### config.mk
export PLATFORM = sky130hd
export DESIGN_NAME = pixel_point_op_and_color_key_unit
export DESIGN_NICKNAME = d
export VERILOG_FILES = /design/src/ppk_pkg.sv /design/src/ppk_regs.sv /design/src/ppk_pipe.sv /design/src/pixel_point_op_and_color_key_unit.sv
export SDC_FILE = /design/constraint.sdc
export NUM_CORES = 1
export LEC_CHECK = 0
export ABC_AREA = 1
export ABC_CLOCK_PERIOD_IN_PS = 5650
export BUFFER_PORTS_ARGS = -buffer_cell sky130_fd_sc_hd__buf_2
export CAP_MARGIN = 25
export CORE_UTILIZATION = 28
export CTS_CLUSTER_DIAMETER = 30
export DETAILED_ROUTE_END_ITERATION = 8
export PLACE_DENSITY_LB_ADDON = 0.05
export SLEW_MARGIN = 20
export SYNTH_ARGS = -nofsm -noshare
export SYNTH_HDL_FRONTEND = slang
export SYNTH_SLANG_ARGS = --single-unit
### constraint.sdc
create_clock -name clk -period 5.65 [get_ports clk]
set_clock_uncertainty 0.2 [all_clocks]
set_input_delay 1.13 -clock clk [delete_from_list [all_inputs] [get_ports clk]]
set_output_delay 1.13 -clock clk [all_outputs]
set_load 0.005 [all_outputs]
### src/ppk_pkg.sv
// ----------------------------------------------------------------------------
// ppk_pkg
// Shared types and constants of the pixel point operation and colour key unit.
// ----------------------------------------------------------------------------
`default_nettype none

package ppk_pkg;

    localparam int ADDR_W = 5;
    localparam int DATA_W = 32;

    localparam logic [7:0] PIX_MAX    = 8'd255;
    localparam logic [9:0] DIV3_MUL   = 10'd683;
    localparam int         DIV3_SHIFT = 11;

    localparam logic [3:0] MODE_GRAY_BELOW = 4'd0;
    localparam logic [3:0] MODE_GRAY_BAND  = 4'd1;
    localparam logic [3:0] MODE_GRAY_INV   = 4'd2;
    localparam logic [3:0] MODE_GRAY_ADD   = 4'd3;
    localparam logic [3:0] MODE_RGB_INV    = 4'd4;
    localparam logic [3:0] MODE_RGB_ADD    = 4'd5;
    localparam logic [3:0] MODE_TO_GRAY    = 4'd6;
    localparam logic [3:0] MODE_RGB_BELOW  = 4'd7;
    localparam logic [3:0] MODE_RGB_BAND   = 4'd8;
    localparam logic [3:0] MODE_L1_KEY     = 4'd9;
    localparam logic [3:0] MODE_L2_KEY     = 4'd10;

    localparam logic [2:0] REG_MODE      = 3'd0;
    localparam logic [2:0] REG_GRAY_LOW  = 3'd1;
    localparam logic [2:0] REG_GRAY_HIGH = 3'd2;
    localparam logic [2:0] REG_RGB_LOW   = 3'd3;
    localparam logic [2:0] REG_RGB_HIGH  = 3'd4;
    localparam logic [2:0] REG_ADD_RGB   = 3'd5;
    localparam logic [2:0] REG_REF_RGB   = 3'd6;
    localparam logic [2:0] REG_DIST_THR  = 3'd7;

    typedef struct packed {
        logic [3:0]  mode;
        logic [7:0]  gray_low;
        logic [8:0]  gray_high;
        logic [23:0] rgb_low;
        logic [26:0] rgb_high;
        logic [23:0] add_rgb;
        logic [23:0] ref_rgb;
        logic [9:0]  dist_threshold;
    } cfg_t;

    localparam cfg_t CFG_RESET = '{
        mode:           4'd0,
        gray_low:       8'd0,
        gray_high:      9'd128,
        rgb_low:        24'd0,
        rgb_high:       27'd0,
        add_rgb:        24'd0,
        ref_rgb:        24'd0,
        dist_threshold: 10'd0
    };

    typedef struct packed {
        logic [7:0] red_in;
        logic [7:0] green_in;
        logic [7:0] blue_in;
        logic [7:0] gray_in;
        logic       last_pixel;
    } pix_in_t;

    typedef struct packed {
        logic [7:0] red_out;
        logic [7:0] green_out;
        logic [7:0] blue_out;
        logic [7:0] gray_out;
        logic       last_out;
    } pix_out_t;

endpackage

`default_nettype wire

### src/ppk_regs.sv
// ----------------------------------------------------------------------------
// ppk_regs
// Configuration register file behind an APB-style port.
// ----------------------------------------------------------------------------
`default_nettype none

module ppk_regs
    import ppk_pkg::*;
(
    input  wire logic              clk,
    input  wire logic              rst_n,
    input  wire logic              psel,
    input  wire logic              penable,
    input  wire logic              pwrite,
    input  wire logic [ADDR_W-1:0] paddr,
    input  wire logic [DATA_W-1:0] pwdata,
    output logic      [DATA_W-1:0] prdata,
    output logic                   pready,
    output cfg_t                   cfg
);

    cfg_t       cfg_reg;
    cfg_t       cfg_next;
    logic [2:0] index;
    logic       wr_en;

    assign index  = paddr[ADDR_W-1:2];
    assign wr_en  = psel & penable & pwrite;
    assign pready = 1'b1;
    assign cfg    = cfg_reg;

    always_comb
    begin
        cfg_next = cfg_reg;
        if (wr_en)
        begin
            case (index)
                REG_MODE:      cfg_next.mode           = pwdata[3:0];
                REG_GRAY_LOW:  cfg_next.gray_low       = pwdata[7:0];
                REG_GRAY_HIGH: cfg_next.gray_high      = pwdata[8:0];
                REG_RGB_LOW:   cfg_next.rgb_low        = pwdata[23:0];
                REG_RGB_HIGH:  cfg_next.rgb_high       = pwdata[26:0];
                REG_ADD_RGB:   cfg_next.add_rgb        = pwdata[23:0];
                REG_REF_RGB:   cfg_next.ref_rgb        = pwdata[23:0];
                REG_DIST_THR:  cfg_next.dist_threshold = pwdata[9:0];
                default:       cfg_next = cfg_reg;
            endcase
        end
    end

    always_comb
    begin
        case (index)
            REG_MODE:      prdata = DATA_W'(cfg_reg.mode);
            REG_GRAY_LOW:  prdata = DATA_W'(cfg_reg.gray_low);
            REG_GRAY_HIGH: prdata = DATA_W'(cfg_reg.gray_high);
            REG_RGB_LOW:   prdata = DATA_W'(cfg_reg.rgb_low);
            REG_RGB_HIGH:  prdata = DATA_W'(cfg_reg.rgb_high);
            REG_ADD_RGB:   prdata = DATA_W'(cfg_reg.add_rgb);
            REG_REF_RGB:   prdata = DATA_W'(cfg_reg.ref_rgb);
            REG_DIST_THR:  prdata = DATA_W'(cfg_reg.dist_threshold);
            default:       prdata = '0;
        endcase
    end

    always_ff @(posedge clk or negedge rst_n)
    begin
        if (!rst_n)
        begin
            cfg_reg <= CFG_RESET;
        end
        else
        begin
            cfg_reg <= cfg_next;
        end
    end

endmodule

`default_nettype wire

### src/ppk_pipe.sv
// ----------------------------------------------------------------------------
// ppk_pipe
// Three-stage pixel datapath: channel ops, products, key decision.
// ----------------------------------------------------------------------------
`default_nettype none

module ppk_pipe
    import ppk_pkg::*;
(
    input  wire logic    clk,
    input  wire logic    rst_n,
    input  wire cfg_t    cfg,
    input  wire logic    pix_valid,
    output logic         pix_stall,
    input  wire pix_in_t pix,
    output logic         res_valid,
    input  wire logic    res_stall,
    output pix_out_t     res
);

    typedef struct packed {
        pix_out_t   px;
        logic [7:0] e0;
        logic [7:0] e1;
        logic [7:0] e2;
        logic [9:0] sum;
    } s1_t;

    typedef struct packed {
        pix_out_t    px;
        logic [15:0] sq0;
        logic [15:0] sq1;
        logic [15:0] sq2;
        logic [9:0]  l1;
        logic [19:0] thr_sq;
    } s2_t;

    logic     v1_reg, v2_reg, v3_reg;
    logic     v1_next, v2_next, v3_next;
    logic     adv1, adv2, adv3;
    s1_t      s1_reg, s1_next;
    s2_t      s2_reg, s2_next;
    pix_out_t s3_reg, s3_next;

    logic [7:0] ch  [3];
    logic [7:0] lo  [3];
    logic [8:0] hi  [3];
    logic [7:0] ad  [3];
    logic [7:0] rf  [3];
    logic [7:0] oc  [3];
    logic [7:0] ed  [3];
    logic [8:0] sa  [3];
    logic       inb [3];
    logic [8:0] gsum;
    logic [19:0] prod3;
    logic [17:0] d2;
    logic        key;

    assign adv3      = !v3_reg || !res_stall;
    assign adv2      = !v2_reg || adv3;
    assign adv1      = !v1_reg || adv2;
    assign pix_stall = !adv1;
    assign res_valid = v3_reg;
    assign res       = s3_reg;

    assign v1_next = adv1 ? pix_valid : v1_reg;
    assign v2_next = adv2 ? v1_reg : v2_reg;
    assign v3_next = adv3 ? v2_reg : v3_reg;

    // stage 1: per-channel operations
    always_comb
    begin
        ch[0] = pix.red_in;
        ch[1] = pix.green_in;
        ch[2] = pix.blue_in;
        for (int i = 0; i < 3; i++)
        begin
            lo[i]  = cfg.rgb_low[16-8*i +: 8];
            hi[i]  = cfg.rgb_high[18-9*i +: 9];
            ad[i]  = cfg.add_rgb[16-8*i +: 8];
            rf[i]  = cfg.ref_rgb[16-8*i +: 8];
            sa[i]  = {1'b0, ch[i]} + {1'b0, ad[i]};
            ed[i]  = (ch[i] > rf[i]) ? (ch[i] - rf[i]) : (rf[i] - ch[i]);
            inb[i] = (ch[i] > lo[i]) && ({1'b0, ch[i]} < hi[i]);
            oc[i]  = ch[i];
        end
        gsum = {1'b0, pix.gray_in} + {1'b0, cfg.add_rgb[23:16]};

        s1_next.px.gray_out = pix.gray_in;
        s1_next.px.last_out = pix.last_pixel;
        case (cfg.mode)
            MODE_GRAY_BELOW:
                s1_next.px.gray_out = ({1'b0, pix.gray_in} < cfg.gray_high) ? PIX_MAX : '0;
            MODE_GRAY_BAND:
                s1_next.px.gray_out = ((pix.gray_in > cfg.gray_low)
                    && ({1'b0, pix.gray_in} < cfg.gray_high)) ? PIX_MAX : '0;
            MODE_GRAY_INV:
                s1_next.px.gray_out = PIX_MAX - pix.gray_in;
            MODE_GRAY_ADD:
                s1_next.px.gray_out = gsum[8] ? PIX_MAX : gsum[7:0];
            MODE_RGB_INV:
                for (int i = 0; i < 3; i++) oc[i] = PIX_MAX - ch[i];
            MODE_RGB_ADD:
                for (int i = 0; i < 3; i++) oc[i] = sa[i][8] ? PIX_MAX : sa[i][7:0];
            MODE_RGB_BELOW:
                for (int i = 0; i < 3; i++) oc[i] = ({1'b0, ch[i]} < hi[i]) ? PIX_MAX : '0;
            MODE_RGB_BAND:
                for (int i = 0; i < 3; i++) oc[i] = (inb[0] && inb[1] && inb[2]) ? PIX_MAX : '0;
            default:
                s1_next.px.gray_out = pix.gray_in;
        endcase
        s1_next.px.red_out   = oc[0];
        s1_next.px.green_out = oc[1];
        s1_next.px.blue_out  = oc[2];
        s1_next.e0  = ed[0];
        s1_next.e1  = ed[1];
        s1_next.e2  = ed[2];
        s1_next.sum = {2'b00, ch[0]} + {2'b00, ch[1]} + {2'b00, ch[2]};
    end

    // stage 2: squares, L1 sum, divide by three
    always_comb
    begin
        prod3          = s1_reg.sum * DIV3_MUL;
        s2_next.px     = s1_reg.px;
        if (cfg.mode == MODE_TO_GRAY)
        begin
            s2_next.px.gray_out = prod3[DIV3_SHIFT +: 8];
        end
        s2_next.sq0    = s1_reg.e0 * s1_reg.e0;
        s2_next.sq1    = s1_reg.e1 * s1_reg.e1;
        s2_next.sq2    = s1_reg.e2 * s1_reg.e2;
        s2_next.l1     = {2'b00, s1_reg.e0} + {2'b00, s1_reg.e1} + {2'b00, s1_reg.e2};
        s2_next.thr_sq = cfg.dist_threshold * cfg.dist_threshold;
    end

    // stage 3: key decision
    always_comb
    begin
        d2      = {2'b00, s2_reg.sq0} + {2'b00, s2_reg.sq1} + {2'b00, s2_reg.sq2};
        s3_next = s2_reg.px;
        key     = 1'b0;
        case (cfg.mode)
            MODE_L1_KEY: key = s2_reg.l1 < cfg.dist_threshold;
            MODE_L2_KEY: key = {2'b00, d2} < s2_reg.thr_sq;
            default:     key = 1'b0;
        endcase
        if (cfg.mode == MODE_L1_KEY || cfg.mode == MODE_L2_KEY)
        begin
            s3_next.red_out   = key ? '0 : PIX_MAX;
            s3_next.green_out = key ? '0 : PIX_MAX;
            s3_next.blue_out  = key ? '0 : PIX_MAX;
        end
    end

    always_ff @(posedge clk or negedge rst_n)
    begin
        if (!rst_n)
        begin
            v1_reg <= 1'b0;
            v2_reg <= 1'b0;
            v3_reg <= 1'b0;
        end
        else
        begin
            v1_reg <= v1_next;
            v2_reg <= v2_next;
            v3_reg <= v3_next;
        end
    end

    always_ff @(posedge clk)
    begin
        if (adv1)
        begin
            s1_reg <= s1_next;
        end
        if (adv2)
        begin
            s2_reg <= s2_next;
        end
        if (adv3)
        begin
            s3_reg <= s3_next;
        end
    end

endmodule

`default_nettype wire

### src/pixel_point_op_and_color_key_unit.sv
// ----------------------------------------------------------------------------
// pixel_point_op_and_color_key_unit
// Point operations and colour keying on a stream of pixel words.
//
// Pixel words enter on pix (pix_valid / pix_stall) and result words leave
// on res (res_valid / res_stall); a word moves at a clock edge where valid
// is high and stall is low. One result word leaves for every pixel word.
// The datapath has three register stages (s1_reg, s2_reg, s3_reg). A new
// pixel word is taken every cycle while pix_stall is low; throughput is one
// word per clock when the output is not stalled.
// When res_stall is held, the stages fill up and pix_stall rises only once
// all three hold a word; no word is dropped or repeated.
// The user must write the mode and threshold registers over the APB-style
// port only with no pixels in flight, not enforced; pready is always high.
// Reset empties the pipeline and loads the register reset values
// (gray_high 128, all others 0).
// ----------------------------------------------------------------------------
`default_nettype none

module pixel_point_op_and_color_key_unit
    import ppk_pkg::*;
(
    input  wire logic              clk,
    input  wire logic              rst_n,
    input  wire logic              psel,
    input  wire logic              penable,
    input  wire logic              pwrite,
    input  wire logic [ADDR_W-1:0] paddr,
    input  wire logic [DATA_W-1:0] pwdata,
    output logic      [DATA_W-1:0] prdata,
    output logic                   pready,
    input  wire logic              pix_valid,
    output logic                   pix_stall,
    input  wire pix_in_t           pix,
    output logic                   res_valid,
    input  wire logic              res_stall,
    output pix_out_t               res
);

    cfg_t cfg;

    ppk_regs u_regs (
        .clk     (clk),
        .rst_n   (rst_n),
        .psel    (psel),
        .penable (penable),
        .pwrite  (pwrite),
        .paddr   (paddr),
        .pwdata  (pwdata),
        .prdata  (prdata),
        .pready  (pready),
        .cfg     (cfg)
    );

    ppk_pipe u_pipe (
        .clk       (clk),
        .rst_n     (rst_n),
        .cfg       (cfg),
        .pix_valid (pix_valid),
        .pix_stall (pix_stall),
        .pix       (pix),
        .res_valid (res_valid),
        .res_stall (res_stall),
        .res       (res)
    );

endmodule

`default_nettype wire

* Word level (Yosys, flattened, before mapping) *
Cells that the tools add are included.

storage, ports and cells
  word-level logic and storage cells = 137
  input bits = 77
  flip-flop bits (word level) = 344
  output and inout bits = 68

operators by class
  bitwise logic cells = 2
  multiplexer cells = 20
  multipliers = 5
  equal/unequal tests = 17
  add/sub/neg operators = 20
  reductions and logical operators = 25
  magnitude comparators = 13

operators with widths
  operator                                             number
  one-hot mux 32 bit (8 select lines)                  1
  two-way mux 8 bit                                    15
  one-hot mux 24 bit (4 select lines)                  1
  > comparator 8 bit                                   7
  adder 8 x 8 -> 9 bit                                 6
  multiplier 8 x 8 -> 16 bit                           3
  subtractor 8 bit                                     6
  < comparator 8 x 9 -> 1 bit                          4
  one-hot mux 8 bit (4 select lines)                   1
  subtractor 8 bit, first input constant               4
  two-way mux 24 bit                                   1
  adder 10 x 8 -> 10 bit                               2
  < comparator 18 x 20 -> 1 bit                        1
  multiplier 10 x 10 -> 20 bit                         1
  multiplier 10 x 10 -> 19 bit, second input constant  1
  adder 18 x 16 -> 18 bit                              1
  adder 16 x 16 -> 17 bit                              1
  equality test 4 x 3 -> 1 bit, second input constant  4
  AND reduction 2 bit                                  8
  equality test 3 bit, second input constant           4
  equality test 4 bit, second input constant           3
  < comparator 10 bit                                  1
  equality test 4 x 2 -> 1 bit, second input constant  2
  equality test 3 x 2 -> 1 bit, second input constant  2
  other kinds (9)                                      22

* Longest topological paths before layout *
  depth after elaboration = 6
  gate-level depth with buffers = 25
  depth with buffers taken out = 24

* Modules after synthesis *
Synthesis repeated with hierarchy kept, for this count alone.

unflattened totals
  cells, all modules = 3769
  area, all modules = 31245.0 µm²

modules (own cells, without submodules)
  module    cells each  times used  area each (µm²)  sequential area each (µm²)
  ppk_pipe  3025        1           25040.3          6291.0
  ppk_regs  744         1           6204.7           3254.4

* Worst setup path before layout *
Ideal clock, no wire load.

  path type = input to register
  start point = input res_stall
  end point = register u_pipe.s1_reg[0] (netlist name) (enable)
  data required time = 5.029 ns
  data arrival time = 5.802 ns
  slack = -0.774 ns
  library setup time = 0.421 ns
  cell stages on the path = 5
  path buffers = 0
  path through = nand2_1 > nor2_1 > inv_1 > nor2_1 > inv_1

on the way
  cells in the longest elaborated chain, start to end = 4

RTL lines
  what                    RTL line                                 text
  start: declaration      pixel_point_op_and_color_key_unit.sv:36  input wire logic res_stall,
  logical NOT 1 bit       ppk_pipe.sv:59                           assign adv3 = !v3_reg || !res_stall;
  logical OR 1 bit        ppk_pipe.sv:59
  logical OR 1 bit        ppk_pipe.sv:60                           assign adv2 = !v2_reg || adv3;
  named net u_pipe.adv2   ppk_pipe.sv:40                           logic adv1, adv2, adv3;
  logical OR 1 bit        ppk_pipe.sv:61                           assign adv1 = !v1_reg || adv2;
  end signal: assignment  ppk_pipe.sv:176                          s1_reg <= s1_next;
  end: declaration        ppk_pipe.sv:41                           s1_t s1_reg, s1_next;

The timed path passes the listed nets, and every way through them passes these cells.
A chain may end at the register's enable or synchronous reset.

==> impl_metrics.toml <==
[setup_path]
crit_chain = "nand2_1 -> inv_1 -> fa_1 -> fa_1 -> fa_1 -> fa_1 -> fa_1 -> ha_1 -> a21oi_1 -> o21ai_0 -> a21oi_1 -> o21ai_0 -> buf_4 -> nand2_1 -> nand2_1 -> nand2_1 -> nand2_1"
cp-end-kind = "flop"
critPathMaxStageDelay_ps = 640
required_ps = 5800
rr_worst_depth = 17
critPathMaxFanout = 8
crit_path_start_kind = "flop"
worst_ep_arrival_time_ps = 5360
timing_worst_setup_path_type = "flop to flop"
slowest_stage = "dfrtp_1"

[route]
drt-vias-per-instance = 4.431
avgRoutedWirePerCell_microns = 17.85
postRouteAntennaNets = 0
first_pass_iters = 5
drt_iter0_markers = 1012
wl_microns = 98270
drc = 0
vias = 24390

[floorplan]
boundaryPins = 145
die_y_microns = 335.1
initial_utilization = 0.2838
die-area_sq_um = 112300
core_sq_um = 109500
rows = 121
die_w_microns = 335.1

[clocking]
hold_buffers = 0
numCtsBuffers = 99
postCtsSetupBuffers = 0
cts_resized = 0
cts_tree = "done"
clk_latency_ps = 660
clock_sinks = 340
clkTransAtPathRegs_ps = 40
h-tree-depth = 3
cts_buffer_depth = 3
cts_root_buffer = "clkbuf_16"

[timing]
setup_violations = 0
slew_viol_final = 0
hold_violations = 0
relSlewSlack = 0.4231
finalCritPeriodShare = 0.9230
finalSetupTns_ps = 0
max_freq_ghz = 0.1918
rsz0062_at_grt = "false"
layout_min_cycle_time_ps = 5215
tightestPinTransition_ps = 864.4

[yosys]
synth_seq_area_share = 0.3072
syn_area_sq_um = 31070
synth_cells = 3771
ys_ff_latch = 340
synthFlopType = "edfxtp_1"
synth_cell_types = 52
synth_async_sr_flop_share = 0.3912
synth.avg_cell_area_sq_um = 8.239
yosysWarnings = 0
synth_edf_count = 207

[layout]
mostFrequentLayoutCell = "nand2_1"
drive_gt1_frac = 0.09016
largest_register_ffs = 130
final_cells = 5505
layout_common_cells = "872 x nand2_1, 661 x inv_1, 419 x ha_1"
num-nets-final = 4596
synthToLayoutAreaGrowth_pct = 18.73

[placement]
dp_hpwl_microns = 78080
dp_cells = 5318
portBuffers = 131
gp_congestion = 0.8109

[run_status]
outcome = "finished, final reports clean"

[flow_run]
drv_cap = 0

[global_routing]
grt.overflow.total = 0
antenna_found_initial = 13
grt_pass1_wl_microns = 151600
grt_pass1_vias = 25340
grt_usage = 0.1774
grt_start_max_net_pins = 109

[hold_path]
holdPathStages = 0
hold_path.class = "flop to flop"
==> routing by layer <==
layer	track usage	vias up	routed length, microns
met5	0	-	59
met4	0.04935	8	2223
met3	0.02443	135	2910
met2	0.3027	310	46960
met1	0.2328	11310	46120
li1	-	12630	-
==> synthesized netlist by cell type, types with 3 or more instances <==
library cell,n,area (sq um)
a21boi_0,3,22.52
a21o_1,25,187.7
a21oi_1,257,1286
a221oi_1,9,78.83
a22oi_1,12,90.09
a31oi_1,8,50.05
buf_2,32,160.2
buf_4,11,82.58
buf_6,3,33.78
clkbuf_1,44,165.2
clkbuf_2,6,30.03
dfrtp_1,132,3303
edfxtp_1,207,6216
fa_1,157,3143
ha_1,419,5243
inv_1,663,2489
inv_2,9,33.78
mux2_2,3,33.78
mux2i_1,3,30.03
nand2_1,873,3277
nand2_2,7,43.79
nand3_1,143,715.7
nand3_2,3,30.03
nand4_1,52,325.3
nor2_1,223,837.1
nor2_2,3,18.77
nor3_1,17,85.08
o2111ai_1,5,43.79
o211ai_1,11,82.58
o21a_1,10,75.07
o21ai_0,190,950.9
o21ai_1,23,115.1
o21bai_1,8,60.06
o221ai_1,6,52.55
o22ai_1,11,68.82
or2_2,6,37.54
xnor2_1,61,534.3
xor2_1,94,823.3
==> critical path, delay by kind of cell, from the launching register on <==
| kind | cells | cell delay [ps] |
|---|---|---|
| buffers and inverters | 2 | 250 |
| flip-flops | 1 | 640 |
| adder cells (fa/ha/maj) | 6 | 2730 |
| AO/OA/AOI/OAI | 4 | 660 |
| AND/OR/NAND/NOR | 5 | 410 |
==> worst paths after layout <==
path                                   start                  to  slack (ps)
min reg2reg                u_pipe.s1_reg[64]  u_pipe.s2_reg[108]         210
max in group asynchronous              rst_n      u_regs.cfg[93]        4010
max                            u_regs.cfg[6]   u_pipe.s2_reg[19]         430
min in group asynchronous              rst_n       u_pipe.v1_reg         260
min                        u_pipe.s1_reg[64]  u_pipe.s2_reg[108]         210
max reg2reg                    u_regs.cfg[6]   u_pipe.s2_reg[19]         430
==> layout make-up <==
class	count	area (sq um)
sequential	340	9545
fill	11680	72570
clock inverter	64	828.3
clock buffer	120	2648
tap	1476	1847
antenna	3	7.507
inverter	673	2531
timing repair buffer	161	912.1
multi-input combinational	2668	18570
==> cells by family after synthesis <==
logic type,synth area share
XOR/XNOR,0.04369
buffers and inverters,0.09649
flip-flops,0.3072
AO/OA/AOI/OAI,0.1048
other,0.0002417
adder cells (fa/ha/maj),0.2699
AND/OR/NAND/NOR,0.1756
multiplexers,0.002054
==> metrics by stage <==
step | area, sq um | setup WS, ps | util | hold WS [ps]
floorplan | 31100 | 7.048 | - | 200.3
global placement | 33400 | 501.6 | 0.3052 | 202.4
detailed placement | 33400 | 461.2 | 0.3052 | 205.2
CTS | 36880 | 373.5 | 0.3369 | 212.0
global route | 36890 | 151.9 | 0.3370 | 220.2
finish | 36890 | 434.9 | 0.3370 | 213.5
Power is not shown: default switching activity piles up to over one toggle a cycle in this logic, so the estimate is an artifact.
